**src/assert_macros.svh**
```systemverilog
// Assertion macros used by the controller of the voxel octree lookup.
`ifndef ASSERT_MACROS_SVH
`define ASSERT_MACROS_SVH

// Checks that a condition holds at every clock edge outside reset.
`define VXO_ALWAYS(lbl, cond, msg) \
    lbl: assert property (@(posedge clk) disable iff (!rst_n) (cond)) else $error(msg);

// Checks that a trigger is followed on the next clock edge by a condition.
`define VXO_NEXT(lbl, trig, cond, msg) \
    lbl: assert property (@(posedge clk) disable iff (!rst_n) (trig) |=> (cond)) \
        else $error(msg);

`endif

```
**src/vxo_pkg.sv**
```systemverilog
// Package with the payload types, codes and the command and status structs of the voxel octree lookup.
`timescale 1ns / 1ps
`default_nettype none
package vxo_pkg;

    localparam int COORD_W = 32;
    localparam int WORD_W  = 12;
    localparam int MAT_W   = 8;
    localparam int SLOT_W  = 3;

    localparam logic [COORD_W-1:0] SIGN_FLIP = 32'h8000_0000;

    typedef enum logic {
        FUNC_WRITE  = 1'b0,
        FUNC_LOOKUP = 1'b1
    } func_t;

    typedef struct packed {
        func_t                      func;
        logic signed [COORD_W-1:0]  coord_x;
        logic signed [COORD_W-1:0]  coord_y;
        logic signed [COORD_W-1:0]  coord_z;
        logic [WORD_W-1:0]          node_slot;
        logic [SLOT_W-1:0]          child_slot;
        logic [WORD_W-1:0]          child_word;
    } req_t;

    typedef struct packed {
        logic [MAT_W-1:0] material;
        logic             walk_error;
    } rsp_t;

    // Commands from the controller to the datapath.
    typedef struct packed {
        logic clear_en;
        logic write_en;
        logic load_en;
        logic step_root;
        logic step_word;
        logic res_load;
        logic res_err;
    } cmd_t;

    // Status from the datapath to the controller.
    typedef struct packed {
        logic clear_last;
        logic root_bad;
        logic word_is_mat;
        logic word_bad;
        logic last_level;
    } sts_t;

endpackage
`default_nettype wire

```
**src/vxo_ctrl.sv**
```systemverilog
// Controller state machine of the voxel octree lookup.
`timescale 1ns / 1ps
`default_nettype none
`include "assert_macros.svh"
module vxo_ctrl
    import vxo_pkg::*;
(
    input  wire logic  clk,
    input  wire logic  rst_n,
    input  wire logic  req_valid,
    input  wire func_t req_func,
    output logic       req_ready,
    output logic       rsp_valid,
    input  wire logic  rsp_ready,
    input  wire sts_t  sts,
    output cmd_t       cmd
);

    typedef enum logic [2:0] {
        ST_CLEAR,
        ST_IDLE,
        ST_START,
        ST_WALK
    } state_t;

    state_t state_reg, state_next;
    logic   rsp_valid_reg, rsp_valid_next;
    logic   res_free;
    logic   req_acc;

    // A new result may be loaded once the previous one has left or is leaving.
    assign res_free  = !rsp_valid_reg || rsp_ready;
    assign req_ready = (state_reg == ST_IDLE);
    assign req_acc   = req_valid && req_ready;
    assign rsp_valid = rsp_valid_reg;

    always_comb
    begin
        state_next = state_reg;
        cmd        = '0;
        unique case (state_reg)
            ST_CLEAR:
            begin
                cmd.clear_en = 1'b1;
                if (sts.clear_last)
                begin
                    state_next = ST_IDLE;
                end
            end
            ST_IDLE:
            begin
                if (req_acc)
                begin
                    unique case (req_func)
                        FUNC_WRITE:
                        begin
                            cmd.write_en = 1'b1;
                        end
                        FUNC_LOOKUP:
                        begin
                            cmd.load_en = 1'b1;
                            state_next  = ST_START;
                        end
                        default:
                        begin
                            cmd.write_en = 1'b0;
                        end
                    endcase
                end
            end
            ST_START:
            begin
                if (sts.root_bad)
                begin
                    if (res_free)
                    begin
                        cmd.res_load = 1'b1;
                        cmd.res_err  = 1'b1;
                        state_next   = ST_IDLE;
                    end
                end
                else
                begin
                    cmd.step_root = 1'b1;
                    state_next    = ST_WALK;
                end
            end
            ST_WALK:
            begin
                // A finished walk holds here, with no read, until the result register frees.
                if (sts.word_is_mat || sts.last_level || sts.word_bad)
                begin
                    if (res_free)
                    begin
                        cmd.res_load = 1'b1;
                        cmd.res_err  = !sts.word_is_mat;
                        state_next   = ST_IDLE;
                    end
                end
                else
                begin
                    cmd.step_word = 1'b1;
                end
            end
            default:
            begin
                state_next = ST_CLEAR;
            end
        endcase
    end

    always_comb
    begin
        rsp_valid_next = rsp_valid_reg;
        if (cmd.res_load)
        begin
            rsp_valid_next = 1'b1;
        end
        else if (rsp_ready)
        begin
            rsp_valid_next = 1'b0;
        end
    end

    always_ff @(posedge clk or negedge rst_n)
    begin
        if (!rst_n)
        begin
            state_reg     <= ST_CLEAR;
            rsp_valid_reg <= 1'b0;
        end
        else
        begin
            state_reg     <= state_next;
            rsp_valid_reg <= rsp_valid_next;
        end
    end

    `VXO_ALWAYS(a_store_port_single, $onehot0({cmd.clear_en, cmd.write_en, cmd.step_root, cmd.step_word}), "store port used twice in one cycle")
    `VXO_ALWAYS(a_no_result_overwrite, !cmd.res_load || !rsp_valid_reg || rsp_ready, "pending result overwritten")
    `VXO_NEXT(a_result_shown, cmd.res_load, rsp_valid, "loaded result not offered")
    `VXO_NEXT(a_step_stays_walk, cmd.step_word || cmd.step_root, state_reg == ST_WALK, "read issued outside the walk")

endmodule
`default_nettype wire

```
**config.mk**
```make
export PLATFORM = sky130hd
export DESIGN_NAME = vxo_ctrl
export DESIGN_NICKNAME = d
export VERILOG_FILES = /design/src/vxo_pkg.sv /design/src/vxo_ctrl.sv
export VERILOG_INCLUDE_DIRS = /design/src /design/src/src
export SDC_FILE = /design/constraint.sdc
export NUM_CORES = 1
export LEC_CHECK = 0
export ABC_AREA = 1
export BUFFER_PORTS_ARGS = -buffer_cell sky130_fd_sc_hd__buf_2
export CORE_AREA = 2 2 39 41
export CTS_BUF_LIST = sky130_fd_sc_hd__clkbuf_4 sky130_fd_sc_hd__clkbuf_8
export CTS_CLUSTER_SIZE = 16
export DETAILED_ROUTE_END_ITERATION = 12
export DIE_AREA = 0 0 41 43
export PLACE_DENSITY_LB_ADDON = 0.08
export SLEW_MARGIN = 20
export SYNTH_ARGS = -nofsm -noshare
export SYNTH_HDL_FRONTEND = slang
export SYNTH_SLANG_ARGS = --single-unit
```
**constraint.sdc**
```tcl
create_clock -name clk -period 1.6 [get_ports clk]
set_input_delay 0.16 -clock clk [delete_from_list [all_inputs] [get_ports clk]]
set_output_delay 0.16 -clock clk [all_outputs]
set_load 0.03 [all_outputs]
```
==> qor.yml, run 1 <==
grt:
  antenna_found_initial: 0
  overflow: 0
  grt_pass1_vias: 314
  grt_usage_pct: 9.384
  grt_pass1_wl_mm: 1.097
  grt_max_degree: 6
yosys:
  yosys.area.top_type: "dfrtp_1"
  synth_nets: 65
  syn_avg_cell_area_um2: 5.983
  yosysWarnings: 0
  synth_area_um2: 329.1
  synth.area.top_cells: "dfrtp_1 (30%), nand2_1 (19%), inv_1 (16%)"
  synth.top_cell.area_share_pct: 30.42
  ys_types: 15
  ys_seq_area_share_pct: 30.42
  synth-seq-cells: 4
  syn_inst: 55
timing:
  setup_viol: 0
  maxSlewViolCount: 0
  period_minus_slack_ps: 1511
  max_freq_mhz: 661.8
  tns_ps: 0
  rsz0062_at_grt: "no"
  timing.final.crit_share_pct: 94.44
  hold_violations: 0
  fin_skew_ps: 0.05722
floorplan:
  num_rows: 14
  start_util_pct: 23.78
  coreArea_um2: 1384
  die_h_um: 43
  die_area_um2: 1763
  die_width_um: 41
  boundaryPins: 19
setup_path:
  arrival_ps: 1350
  cp_cell_sequence: "nor3_2 > nand3_1 > o31ai_2 > buf_4"
  critical_path.slowest_cell: "dfrtp_2"
  critPathMaxFanout: 5
  slowest_delay_ps: 430
  worstSetupPathType: "flop to primary output"
  cp-end-kind: "primary output"
  crit_required_ps: 1440
  cp_num_buf_inv: 1
  crit_family: "flip-flops"
  startpoint_type: "flop"
placed_design:
  portBuffers: 18
  dpl_cell_area_um2: 436.7
  gp_congestion: 0.6680
  place_hpwl_um: 617.5
route:
  vias: 378
  drcViolationCount: 0
  postRouteAntennaNets: 0
  totalWireLength_um: 693
  firstDrtPassIters: 2
  dr.first_iter.drc_count: 2
  wl_per_cell_um: 7.533
  drt-vias-per-instance: 4.109
cts:
  clock_sinks: 4
  cts_htree_levels: 1
  cts_setup_buffers: 0
  clk_pin_slew_worst_paths_ps: 30
  clk_path_buf_depth: 2
  cts_made_buffers: 3
  clk_latency_ps: 230
  cts_tree: "built"
  root_buffer: "clkbuf_4"
hold_path:
  worstHoldPathType: "primary input to async pin"
finish:
  antenna_cells: 0
  fin_nets: 88
  postLayoutCellArea_um2: 485.5
  largest_reg_flops: 3
  area_growth_pct: 47.53
  mostFrequentLayoutCells: "nand2_1 (17), buf_2 (16), inv_1 (14), nor2_1 (4), nand3_1 (4)"
  final_common_cell: "nand2_1"
  drive_gt1_share_pct: 35.53
  fin_util_pct: 35.08
pwr:
  power_leakage_nw: 0.3281
  ir_drop_mv: 0.4030
  power.density_nw_per_um2: 1118
run_status:
  outcome: "finished clean"
job:
  max_cap_violations: 0
## logic make-up (layout without fill, tap and decap cells)
logic type,Yosys count,after routing,share of synthesized area (%)
buf+inv,15,36,18.25
flops,4,4,30.42
compound gates,3,3,6.844
simple gates,32,32,43.35
other cells,1,1,1.140
## metrics by stage
step                cells  hold WS, ps  worst slack, ps  total power [W]
finish                 92        259.5            89.00        0.0005429
global placement       88       -32.07            195.8        0.0004219
floorplan              55       -135.6            93.63        0.0003481
global route           92        280.7            11.23        0.0005957
detailed placement     88       -32.83            199.1        0.0004164
CTS                    92        250.4            31.35        0.0005488
## path summary, 6_finish.rpt
check | from | to | slack, ps | depth (start not counted)
worst max-delay path | state_reg[0] | cmd[0] | 90 | 4
worst min-delay path | rst_n | state_reg[2] | 260 | 2
worst max register to register | state_reg[2] | state_reg[1] | 490 | 8
worst min register to register | state_reg[0] | state_reg[0] | 550 | 2
max in group asynchronous | rst_n | state_reg[0] | 1210 | 2
min in group clk | sts[1] | rsp_valid | 310 | 3
## metal layers
layer | global-route usage (%) | wire length (um)
met5 | 0 | 0
met4 | 6.000 | 0
met3 | 3.141 | 60
met2 | 14.37 | 336
met1 | 10.46 | 296
## area by class of cell
type                       count  area [um^2]
multi-input combinational     36        183.9
fill                         164        898.4
timing repair buffer          19        105.1
sequential                     4        101.3
tap                           16        20.02
inverter                      14        52.55
clock buffer                   3        22.52
## cells in the mapped netlist
master	instances
buf_4	1
o31ai_1	2
dfrtp_1	4
nor2_1	4
nand2_2	1
nor2_2	1
nand4_1	1
o211ai_1	1
inv_1	14
nor3_1	2
nand3b_1	1
nor3b_1	1
conb_1	1
nand2_1	17
nand3_1	4
## report_power, final
part	switching, W	leakage [nW]	internal, W
Sequential	0.0000305	0.0501	0.000131
Clock	0.0000355	0.0138	0.0000835
Combinational	0.000174	0.264	0.0000876
## repair_timing
action | in CTS | in global routing
hold endpoints to repair | 4 | 0
hold buffers | 1 | 0
gates resized for setup | 1 | 5
setup endpoints to repair | 2 | 2
(Power assumes the default switching activity.)
==> run 2: changes to the inputs <==
--- a/config.mk
+++ b/config.mk
@@ -7,12 +7,12 @@
 export NUM_CORES = 1
 export LEC_CHECK = 0
 export ABC_AREA = 1
-export BUFFER_PORTS_ARGS = -buffer_cell sky130_fd_sc_hd__buf_2
 export CORE_AREA = 2 2 39 41
 export CTS_BUF_LIST = sky130_fd_sc_hd__clkbuf_4 sky130_fd_sc_hd__clkbuf_8
 export CTS_CLUSTER_SIZE = 16
 export DETAILED_ROUTE_END_ITERATION = 12
 export DIE_AREA = 0 0 41 43
+export DONT_BUFFER_PORTS = 1
 export PLACE_DENSITY_LB_ADDON = 0.08
 export SLEW_MARGIN = 20
 export SYNTH_ARGS = -nofsm -noshare
==> qor.yml, run 2 (same netlist as run 1, synthesis figures left out) <==
run_status:
  outcome: "finished clean"
timing:
  timing.final.crit_share_pct: 95.05
  timing.hold.ws_ps: 174.8
  max_freq_mhz: 657.6
  fin_skew_ps: 0.9334
  period_minus_slack_ps: 1521
  setup_viol: 0
  maxSlewViolCount: 0
  hold_violations: 0
setup_path:
  cp-end-kind: "primary output"
  crit_family: "simple AND/OR/NAND/NOR gates"
  critical_path.slowest_cell: "dfrtp_2"
  cp_cell_sequence: "nor3_2 > nand3_2 > o31ai_2 > buf_4"
  startpoint_type: "flop"
  critPathMaxFanout: 5
  arrival_ps: 1360
  slowest_delay_ps: 430
  worstSetupPathType: "flop to primary output"
  crit_required_ps: 1440
  cp_num_buf_inv: 1
finish:
  fin_util_pct: 31.83
  largest_reg_flops: 3
  fillers: 163
  antenna_cells: 0
  area_growth_pct: 33.84
  mostFrequentLayoutCells: "nand2_1 (17), inv_1 (13), buf_4 (6), nor2_1 (4)"
  fin_cells: 80
  drive_gt1_share_pct: 26.56
  final_common_cell: "nand2_1"
  fin_nets: 76
floorplan:
  coreArea_um2: 1384
  boundaryPins: 19
  die_width_um: 41
  die_h_um: 43
  num_rows: 14
  start_util_pct: 23.78
  die_area_um2: 1763
job:
  max_cap_violations: 0
placed_design:
  portBuffers: 0
  gp_congestion: 0.6532
  place_hpwl_um: 629.4
  place_inst: 76
grt:
  grt_max_degree: 6
  grt_pass1_vias: 320
  antenna_found_initial: 0
  grt_pass1_wl_mm: 1.131
  grt_usage_pct: 9.586
  overflow: 0
pwr:
  combPwrFrac_pct: 47.9
  p_sw_w: 0.0002422
  seqPwrFrac_pct: 29.8
  total_power_w: 0.0005403
  power.density_nw_per_um2: 1227
  p_int_w: 0.0002981
  switching_share_pct: 44.83
  power.share.clock_pct: 22.3
  power_leakage_nw: 0.2776
  ir_drop_mv: 0.4444
route:
  drt-vias-per-instance: 4.300
  dr.first_iter.drc_count: 3
  postRouteAntennaNets: 0
  firstDrtPassIters: 3
  totalWireLength_um: 734
  vias: 344
  wl_per_cell_um: 9.175
  drcViolationCount: 0
cts:
  clk_pin_slew_worst_paths_ps: 40
  clock_sinks: 4
  root_buffer: "clkbuf_4"
  clk_path_buf_depth: 2
  cts_setup_buffers: 0
  clk_latency_ps: 230
  cts_htree_levels: 1
  cts_made_buffers: 3
  cts_tree: "built"
hold_path:
  worstHoldPathType: "primary input to flop"
run 2: cell types whose count changed in the layout (fill, tap and decap cells not counted):
cell	change
inv_1	-1
buf_4	+4
nand3_2	+1
buf_2	-16
nand3_1	-1
inv_2	+1
run 2: per-layer routing:
layer,up-vias,part of all wire [%],global-route usage (%)
li1,183,-,-
met3,0,6.8,2.094
met4,0,0,8.000
met5,-,0,0
met2,10,52,15.31
met1,151,41,9.804
run 2: worst register-to-register path, delay by kind of cell, from the launching register on:
kind / cells / cell delay (ps)
flip-flops: 1 / 410
AND/OR/NAND/NOR: 6 / 480
buffers and inverters: 2 / 130
run 2: path summary, 6_finish.rpt:
path                               from  depth (start not counted)  slack, ps      endpoint
setup reg to reg           state_reg[2]                          8        470  state_reg[1]
min in group asynchronous         rst_n                          1        200     rsp_valid
hold reg to reg            state_reg[0]                          2        560  state_reg[0]
hold / removal                   sts[3]                          2        170     rsp_valid
setup / recovery           state_reg[0]                          4         80        cmd[1]
max in group asynchronous         rst_n                          1       1220  state_reg[0]
run 2: per-stage QoR:
stage | worst slack, ps | cell area (um^2) | TNS (ps)
final | 79.21 | 440.4 | 0
after detailed placement | 192.5 | 391.6 | 0
after floorplan | 93.63 | 334.1 | 0
after global placement | 227.5 | 391.6 | 0
after global routing | -8.001 | 440.4 | -10.80
after CTS | 26.01 | 429.2 | 0
run 2: cell type report:
type / count / area, um^2 / share of cell area, %
multi-input combinational: 36 / 188.9 / 42.90
inverter: 14 / 52.55 / 11.93
tap: 16 / 20.02 / 4.545
timing repair buffer: 7 / 55.05 / 12.50
sequential: 4 / 101.3 / 23.01
clock buffer: 3 / 22.52 / 5.114
run 2: what timing repair did:
action | CTS | global route
endpoints found under the hold margin | 4 | 0
gates resized for setup | 1 | 4
hold buffers | 1 | 0
pin swaps | 0 | 0
setup endpoints to repair | 2 | 2
run 2: power by group through the flow:
| stage | sequential (W) | clock (W) | combinational [W] |
|---|---|---|---|
| final | 0.000161 | 0.000121 | 0.000259 |
| after global routing | 0.000165 | 0.000143 | 0.000290 |
| after CTS | 0.000159 | 0.000129 | 0.000259 |
| after detailed placement | 0.000158 | 0 | 0.000253 |
| after global placement | 0.000159 | 0 | 0.000258 |
| after floorplan | 0.000167 | 0 | 0.000181 |
